`src/hw/rtl/fnpg_pkg.sv`:
```
// ----------------------------------------------------------------------------
// fnpg_pkg
// Shared types and constants for the prime generator.
// ----------------------------------------------------------------------------
package fnpg_pkg;

   // width of the request count field
   localparam int COUNT_W = 7;

   typedef enum logic [2:0] {
      ST_IDLE,
      ST_OUT,
      ST_CHECK,
      ST_DIV
   } fnpg_state_type;

   // status returned by the remainder unit
   typedef struct packed {
      logic done;
      logic rem_zero;
   } fnpg_div_sts_type;

endpackage

```
`src/hw/rtl/first_n_primes_generator_top.sv`:
```
// ----------------------------------------------------------------------------
// first_n_primes_generator_top
// Emits the first N primes in ascending order by trial division, flagging
// the final prime of each run.
// ----------------------------------------------------------------------------
//
//  channel | dir | handshake           | payload
//  --------+-----+---------------------+------------------------------------
//  req     | in  | req_valid/req_stall | req_prime_count
//  rsp     | out | rsp_valid/rsp_stall | rsp_prime_value, rsp_last_prime
//
// One request word starts a run; no new request is taken until its last
// response word has been taken. Each trial divisor passes through the
// shared remainder unit (issue, one bit per cycle, result).
// Synchronous active-high reset returns the sequencer to idle.
// A stalled response word holds until taken; the search waits meanwhile.
// ----------------------------------------------------------------------------
module first_n_primes_generator_top #(
   parameter int MAX_COUNT  = 64,
   parameter int PRIME_BITS = 16
) (
   input  logic                          clock,
   input  logic                          reset,
   input  logic                          req_valid,
   output logic                          req_stall,
   input  logic [fnpg_pkg::COUNT_W-1:0]  req_prime_count,
   output logic                          rsp_valid,
   input  logic                          rsp_stall,
   output logic [PRIME_BITS-1:0]         rsp_prime_value,
   output logic                          rsp_last_prime
);
   import fnpg_pkg::*;

   // count register width, divisor width (covers sqrt of the candidate + 1)
   localparam int NUM_W = $clog2(MAX_COUNT + 1);
   localparam int DIV_W = (PRIME_BITS + 1) / 2 + 1;
   // candidate and square carry one extra bit to flag overflow
   localparam int CAND_W = PRIME_BITS + 1;

   fnpg_state_type     state_ff, state_in;
   logic [NUM_W-1:0]   want_ff, want_in;
   logic [NUM_W-1:0]   num_ff, num_in;
   logic [CAND_W-1:0]  cand_ff, cand_in;
   logic [DIV_W-1:0]   dvs_ff, dvs_in;
   logic [CAND_W-1:0]  sq_ff, sq_in;
   logic [PRIME_BITS-1:0] value_ff, value_in;
   logic               last_ff, last_in;

   logic               div_start;
   fnpg_div_sts_type   div_sts;
   logic [NUM_W-1:0]   want_req;

   // saturate the requested count into 1..MAX_COUNT
   always_comb begin
      if (req_prime_count > COUNT_W'(MAX_COUNT)) begin
         want_req = NUM_W'(MAX_COUNT);
      end else if (req_prime_count == '0) begin
         want_req = NUM_W'(1);
      end else begin
         want_req = NUM_W'(req_prime_count);
      end
   end

   always_comb begin
      state_in  = state_ff;
      want_in   = want_ff;
      num_in    = num_ff;
      cand_in   = cand_ff;
      dvs_in    = dvs_ff;
      sq_in     = sq_ff;
      value_in  = value_ff;
      last_in   = last_ff;
      div_start = 1'b0;
      req_stall = 1'b1;
      rsp_valid = 1'b0;

      case (state_ff)
         ST_IDLE: begin
            req_stall = 1'b0;
            if (req_valid) begin
               // first word is always 2
               want_in  = want_req;
               num_in   = NUM_W'(1);
               cand_in  = CAND_W'(1);
               value_in = PRIME_BITS'(2);
               last_in  = (want_req == NUM_W'(1));
               state_in = ST_OUT;
            end
         end

         ST_OUT: begin
            rsp_valid = 1'b1;
            if (!rsp_stall) begin
               if (last_ff) begin
                  state_in = ST_IDLE;
               end else begin
                  cand_in  = cand_ff + CAND_W'(2);
                  dvs_in   = DIV_W'(2);
                  sq_in    = CAND_W'(4);
                  state_in = ST_CHECK;
               end
            end
         end

         ST_CHECK: begin
            if (cand_ff[PRIME_BITS]) begin
               // candidate out of range; cannot occur within the count range
               state_in = ST_IDLE;
            end else if (sq_ff > cand_ff) begin
               // no divisor found: prime
               value_in = cand_ff[PRIME_BITS-1:0];
               last_in  = ((num_ff + NUM_W'(1)) == want_ff);
               num_in   = num_ff + NUM_W'(1);
               state_in = ST_OUT;
            end else begin
               div_start = 1'b1;
               state_in  = ST_DIV;
            end
         end

         ST_DIV: begin
            if (div_sts.done) begin
               if (div_sts.rem_zero) begin
                  // composite: move to next odd candidate
                  cand_in = cand_ff + CAND_W'(2);
                  dvs_in  = DIV_W'(2);
                  sq_in   = CAND_W'(4);
               end else begin
                  // (d+1)^2 = d^2 + 2d + 1
                  dvs_in = dvs_ff + DIV_W'(1);
                  sq_in  = sq_ff + {{(CAND_W - DIV_W - 1){1'b0}}, dvs_ff, 1'b1};
               end
               state_in = ST_CHECK;
            end
         end

         default: begin
            state_in = ST_IDLE;
         end
      endcase
   end

   always_ff @(posedge clock) begin
      if (reset) begin
         state_ff <= ST_IDLE;
      end else begin
         state_ff <= state_in;
      end
   end

   always_ff @(posedge clock) begin
      want_ff  <= want_in;
      num_ff   <= num_in;
      cand_ff  <= cand_in;
      dvs_ff   <= dvs_in;
      sq_ff    <= sq_in;
      value_ff <= value_in;
      last_ff  <= last_in;
   end

   fnpg_rem_unit #(
      .DVD_W (PRIME_BITS),
      .DVS_W (DIV_W)
   ) u_rem (
      .clock    (clock),
      .reset    (reset),
      .start    (div_start),
      .dividend (cand_ff[PRIME_BITS-1:0]),
      .divisor  (dvs_ff),
      .status   (div_sts)
   );

   assign rsp_prime_value = value_ff;
   assign rsp_last_prime  = last_ff;

endmodule

```
`src/hw/rtl/fnpg_rem_unit.sv`:
```
// ----------------------------------------------------------------------------
// fnpg_rem_unit
// Restoring radix-2 remainder unit, one dividend bit per cycle.
// ----------------------------------------------------------------------------
module fnpg_rem_unit #(
   parameter int DVD_W = 16,
   parameter int DVS_W = 9
) (
   input  logic                         clock,
   input  logic                         reset,
   input  logic                         start,
   input  logic [DVD_W-1:0]             dividend,
   input  logic [DVS_W-1:0]             divisor,
   output fnpg_pkg::fnpg_div_sts_type   status
);
   import fnpg_pkg::*;

   localparam int CNT_W = (DVD_W > 1) ? $clog2(DVD_W) : 1;

   logic             busy_ff, busy_in;
   logic             done_ff, done_in;
   logic [CNT_W-1:0] cnt_ff, cnt_in;
   logic [DVD_W-1:0] dvd_ff, dvd_in;
   logic [DVS_W-1:0] dvs_ff, dvs_in;
   logic [DVS_W-1:0] rem_ff, rem_in;
   logic [DVS_W:0]   trial;

   assign trial = {rem_ff, dvd_ff[DVD_W-1]};

   always_comb begin
      busy_in = busy_ff;
      done_in = 1'b0;
      cnt_in  = cnt_ff;
      dvd_in  = dvd_ff;
      dvs_in  = dvs_ff;
      rem_in  = rem_ff;
      if (start) begin
         busy_in = 1'b1;
         cnt_in  = '0;
         dvd_in  = dividend;
         dvs_in  = divisor;
         rem_in  = '0;
      end else if (busy_ff) begin
         // trial < 2*divisor, so the restored value fits the divisor width
         if (trial >= {1'b0, dvs_ff}) begin
            rem_in = DVS_W'(trial - {1'b0, dvs_ff});
         end else begin
            rem_in = trial[DVS_W-1:0];
         end
         dvd_in = {dvd_ff[DVD_W-2:0], 1'b0};
         cnt_in = cnt_ff + CNT_W'(1);
         if (cnt_ff == CNT_W'(DVD_W - 1)) begin
            busy_in = 1'b0;
            done_in = 1'b1;
         end
      end
   end

   always_ff @(posedge clock) begin
      if (reset) begin
         busy_ff <= 1'b0;
         done_ff <= 1'b0;
         cnt_ff  <= '0;
      end else begin
         busy_ff <= busy_in;
         done_ff <= done_in;
         cnt_ff  <= cnt_in;
      end
   end

   always_ff @(posedge clock) begin
      dvd_ff <= dvd_in;
      dvs_ff <= dvs_in;
      rem_ff <= rem_in;
   end

   assign status.done     = done_ff;
   assign status.rem_zero = (rem_ff == '0);

endmodule

```
`config.mk`:
```
export PLATFORM = sky130hd
export DESIGN_NAME = first_n_primes_generator_top
export DESIGN_NICKNAME = d
export VERILOG_FILES = /design/src/hw/rtl/fnpg_pkg.sv /design/src/hw/rtl/first_n_primes_generator_top.sv /design/src/hw/rtl/fnpg_rem_unit.sv
export SDC_FILE = /design/constraint.sdc
export NUM_CORES = 1
export LEC_CHECK = 0
export ABC_CLOCK_PERIOD_IN_PS = 9050
export BUFFER_PORTS_ARGS = -buffer_cell sky130_fd_sc_hd__buf_2
export CELL_PAD_IN_SITES_DETAIL_PLACEMENT = 1
export CELL_PAD_IN_SITES_GLOBAL_PLACEMENT = 1
export CORE_MARGIN = 2
export CORE_UTILIZATION = 35
export CTS_BUF_LIST = sky130_fd_sc_hd__clkbuf_2 sky130_fd_sc_hd__clkbuf_4 sky130_fd_sc_hd__clkbuf_8
export DETAILED_ROUTE_END_ITERATION = 10
export PLACE_DENSITY = 0.69
export SLEW_MARGIN = 20
export SYNTH_ARGS = -nofsm -noshare
export SYNTH_HDL_FRONTEND = slang
export SYNTH_HIERARCHICAL = 1
export SYNTH_SLANG_ARGS = --single-unit
```
`constraint.sdc`:
```
create_clock -name clock -period 9.05 [get_ports clock]
set_clock_uncertainty 0.2 [all_clocks]
set_input_delay 1.81 -clock clock [delete_from_list [all_inputs] [get_ports clock]]
set_output_delay 1.81 -clock clock [all_outputs]
set_load 0.01 [all_outputs]
```
==> summary.json <==
{
  "outcome": {
    "run_status": "completed"
  },
  "timing": {
    "grt_setup_unrepaired": "false",
    "slew_headroom": 0.4077,
    "finalSetupViolations": 0,
    "achievable-frequency_mhz": 271.6,
    "hold_ws_ns": 0.3278,
    "slew_violations": 0,
    "fin_crit_sh": 0.4068,
    "report.final.hold_viol_count": 0,
    "post-route-min-period_ns": 3.682,
    "final.setup.tns_ns": 0,
    "worst_tran_pin_value_ns": 0.8884
  },
  "critical_path": {
    "cp_data_required_time_ns": 8.95,
    "cp_top_family": "compound AO/OA/AOI/OAI gates",
    "critical_path_peak_fanout": 26,
    "crit_path_start_kind": "flop",
    "cp.arrival_ns": 3.58,
    "timing.critical_path.slowest_cell_delay_ns": 0.51,
    "crit_chain": "inv_1, ha_1, and2_1, a221o_1, a221oi_1, o21ai_0, a21oi_4, buf_16, or2_2",
    "critPathBufInv": 2,
    "criticalPathCategory": "reg2reg",
    "endpoint_kind": "flop",
    "crit_slowest_cell": "sky130_fd_sc_hd__a21oi_4"
  },
  "cts": {
    "worst_setup_hold_path_clk_slew_ns": 0.08,
    "clock_tree_from_tritoncts": "built",
    "postCtsHoldBufs": 0,
    "cts_repair_resize_count": 0,
    "h-tree-depth": 4,
    "clock_insertion_delay_worst_skew_ns": 0.45,
    "cts-buffers-inserted": 17,
    "numClockSinks": 115,
    "cts_setup_buffers": 0,
    "clk_root_buffer_cell": "sky130_fd_sc_hd__clkbuf_8",
    "clock_path_buffers": 2
  },
  "placed_design": {
    "numPortBuffers": 29,
    "gp_congestion": 0.8146,
    "detailed_place.area_sq_mm": 0.006845,
    "hpwlAfterDp_microns": 11950,
    "dpl.cell_count": 828
  },
  "min_path": {
    "hold_path_class": "reg2reg"
  },
  "global_route": {
    "grt_start_max_net_pins": 38,
    "first_global_vias": 4898,
    "grt_first_pass_wirelength_microns": 27010,
    "grt_use_total": 0.1755,
    "total_global_routing_overflow": 0,
    "antenna_violations_before_repair": 0
  },
  "cells_and_area": {
    "final_nets": 670,
    "post_route_cells_drive_above_1_share": 0.1519,
    "instances_no_fill": 861,
    "num_antenna_cells": 0,
    "post-route-cell-area_sq_mm": 0.007286,
    "area.growth.synth_to_final_pct": 12.96
  },
  "floorplanning": {
    "floorplan.die_area_sq_mm": 0.01953,
    "die_y_microns": 139.8,
    "floorplan.initialDensity": 0.3578,
    "std_cell_rows": 49,
    "ports": 30,
    "die_w_microns": 139.8,
    "design.core.area_sq_mm": 0.01802
  },
  "yosys": {
    "synth_seq_area_share": 0.5090,
    "synth_async_reset_ratio": 0,
    "synth_cell_type_count": 64,
    "postSynthNetCount": 636,
    "syn-cell-area_sq_mm": 0.006450,
    "cell_with_the_most_instances_after_synthesis": "sky130_fd_sc_hd__edfxtp_1",
    "syn-instance-count": 585,
    "area_fraction_of_the_dominant_cell_type_after_synthesis": 0.4563,
    "count_of_warnings_emitted_by_yosys": 6,
    "synth_top_flop_cell": "sky130_fd_sc_hd__edfxtp_1",
    "count_of_state_elements_after_synthesis": 115,
    "post_synth_edffs": 98,
    "area_contributors_post_synth": "sky130_fd_sc_hd__edfxtp_1 46%, sky130_fd_sc_hd__ha_1 7.4%, sky130_fd_sc_hd__dfxtp_1 5.3%, sky130_fd_sc_hd__nor2_1 3.8%, sky130_fd_sc_hd__xnor2_1 3.1%",
    "list_of_most_frequent_post_synthesis_cells": "98 x sky130_fd_sc_hd__edfxtp_1, 66 x sky130_fd_sc_hd__nor2_1, 38 x sky130_fd_sc_hd__ha_1, 38 x sky130_fd_sc_hd__inv_1, 30 x sky130_fd_sc_hd__nand2_1",
    "post-synth-top-area-cell": "sky130_fd_sc_hd__edfxtp_1",
    "syn_area_per_cell_sq_um": 11.03
  },
  "pwr": {
    "power.ir.vdd_worst_v": 0.0001251,
    "power_leakage_nw": 2.769,
    "total_power_density_per_cell_area_mw_per_mm2": 215.2,
    "power_mw": 1.568
  },
  "route": {
    "wl_microns": 16130,
    "vias_per_cell": 5.404,
    "post_route_drc_violation_count": 0,
    "drt-initial-drc-count": 268,
    "post_drt_wl_per_cell_microns": 18.74,
    "drtAntennaViolNets": 0,
    "drt_first_pass_iters": 5,
    "num_vias": 4653
  },
  "flow_run": {
    "drv_cap": 0
  }
}
[logic make-up after synthesis]
logic type / synth area share
buffers and inverters: 0.03240
AND/OR/NAND/NOR: 0.1736
XOR/XNOR: 0.05296
AO/OA/AOI/OAI: 0.1065
multiplexers: 0.04501
other: 0.0005814
adder cells (fa/ha/maj): 0.07992
flip-flops: 0.5090
[worst reg2reg max path: cells and delay by family (launching register included)]
family	cells	cell delay [ns]
DFF	1	0.48
buffers and inverters	2	0.36
and+or+nand+nor	2	0.54
AOI/OAI and AO/OA	4	1.43
adders and majority gates	1	0.32
[area by class of cell]
class | instances | area (sq um)
clock inverters | 9 | 101.3
flip-flops and latches | 115 | 3283
clock buffers | 23 | 310.3
repair buffers | 31 | 180.2
fillers | 1967 | 10740
multi-input cells | 416 | 2982
inverters | 38 | 142.6
well taps | 229 | 286.5
[state kept, by name (all words and copies together) (netlist names), 2 cells and up]
register / flops
num_ff: 7
u_rem/cnt_ff: 4
sq_ff: 17
u_rem/rem_ff: 9
u_rem/dvd_ff: 16
rsp_prime_value: 16
want_ff: 7
dvs_ff: 9
u_rem/dvs_ff: 9
cand_ff: 16
state_ff: 2
[power by group]
group	internal, mW	leakage, nW	switching [mW]
clock network	0.282	0.215	0.211
logic	0.157	1.49	0.226
registers	0.632	1.07	0.0588
total	1.07	2.77	0.496
[routing by layer]
metal | part of all wire | global-route usage
met1 | 0.48 | 0.2405
met2 | 0.47 | 0.2806
met3 | 0.030 | 0.03097
met4 | 0.017 | 0.06211
met5 | 0 | 0
[path summary, 6_finish.rpt]
| check | start | endpoint | slack (ns) | cells after the start |
|---|---|---|---|---|
| worst max register to register | cand_ff[12] | u_rem/dvd_ff[9] | 5.37 | 9 |
| worst min register to register | u_rem/cnt_ff[3] | u_rem/done_ff | 0.33 | 2 |
| worst min-delay path | u_rem/cnt_ff[3] | u_rem/done_ff | 0.33 | 2 |
| worst max-delay path | cand_ff[12] | u_rem/dvd_ff[9] | 5.37 | 9 |
[placed cells by master (no fill, tap or decap), types with 4 or more instances in the layout]
cell type,n
sky130_fd_sc_hd__edfxtp_1,98
sky130_fd_sc_hd__nor2_1,66
sky130_fd_sc_hd__inv_1,38
sky130_fd_sc_hd__ha_1,38
sky130_fd_sc_hd__nand2_1,30
sky130_fd_sc_hd__buf_2,29
sky130_fd_sc_hd__xnor2_1,23
sky130_fd_sc_hd__a21oi_1,23
sky130_fd_sc_hd__clkbuf_8,22
sky130_fd_sc_hd__and2_1,19
sky130_fd_sc_hd__nand3_1,17
sky130_fd_sc_hd__dfxtp_1,17
sky130_fd_sc_hd__xor2_1,16
sky130_fd_sc_hd__nor3_1,16
sky130_fd_sc_hd__mux2_2,16
sky130_fd_sc_hd__o21ai_0,12
sky130_fd_sc_hd__nor2b_1,12
sky130_fd_sc_hd__mux2i_1,11
sky130_fd_sc_hd__and3_1,8
sky130_fd_sc_hd__or3_1,8
sky130_fd_sc_hd__a211oi_1,7
sky130_fd_sc_hd__nand4_1,7
sky130_fd_sc_hd__nand2b_1,6
sky130_fd_sc_hd__o211ai_1,5
sky130_fd_sc_hd__o31ai_1,5
sky130_fd_sc_hd__clkinv_2,5
sky130_fd_sc_hd__nor4_1,4
sky130_fd_sc_hd__o21a_1,4
sky130_fd_sc_hd__a31oi_1,4
sky130_fd_sc_hd__a311oi_1,4
[metrics by stage]
| step | setup WS (ns) | utilization |
|---|---|---|
| 2_1_floorplan | 5.141 | - |
| 3_3_place_gp | 5.135 | 0.3794 |
| 3_5_place_dp | 5.080 | 0.3798 |
| 4_1_cts | 5.056 | 0.4026 |
| 5_1_grt | 5.114 | 0.4042 |
| 6_report | 5.368 | 0.4042 |
Note: power is estimated with default switching activity, not from simulation.
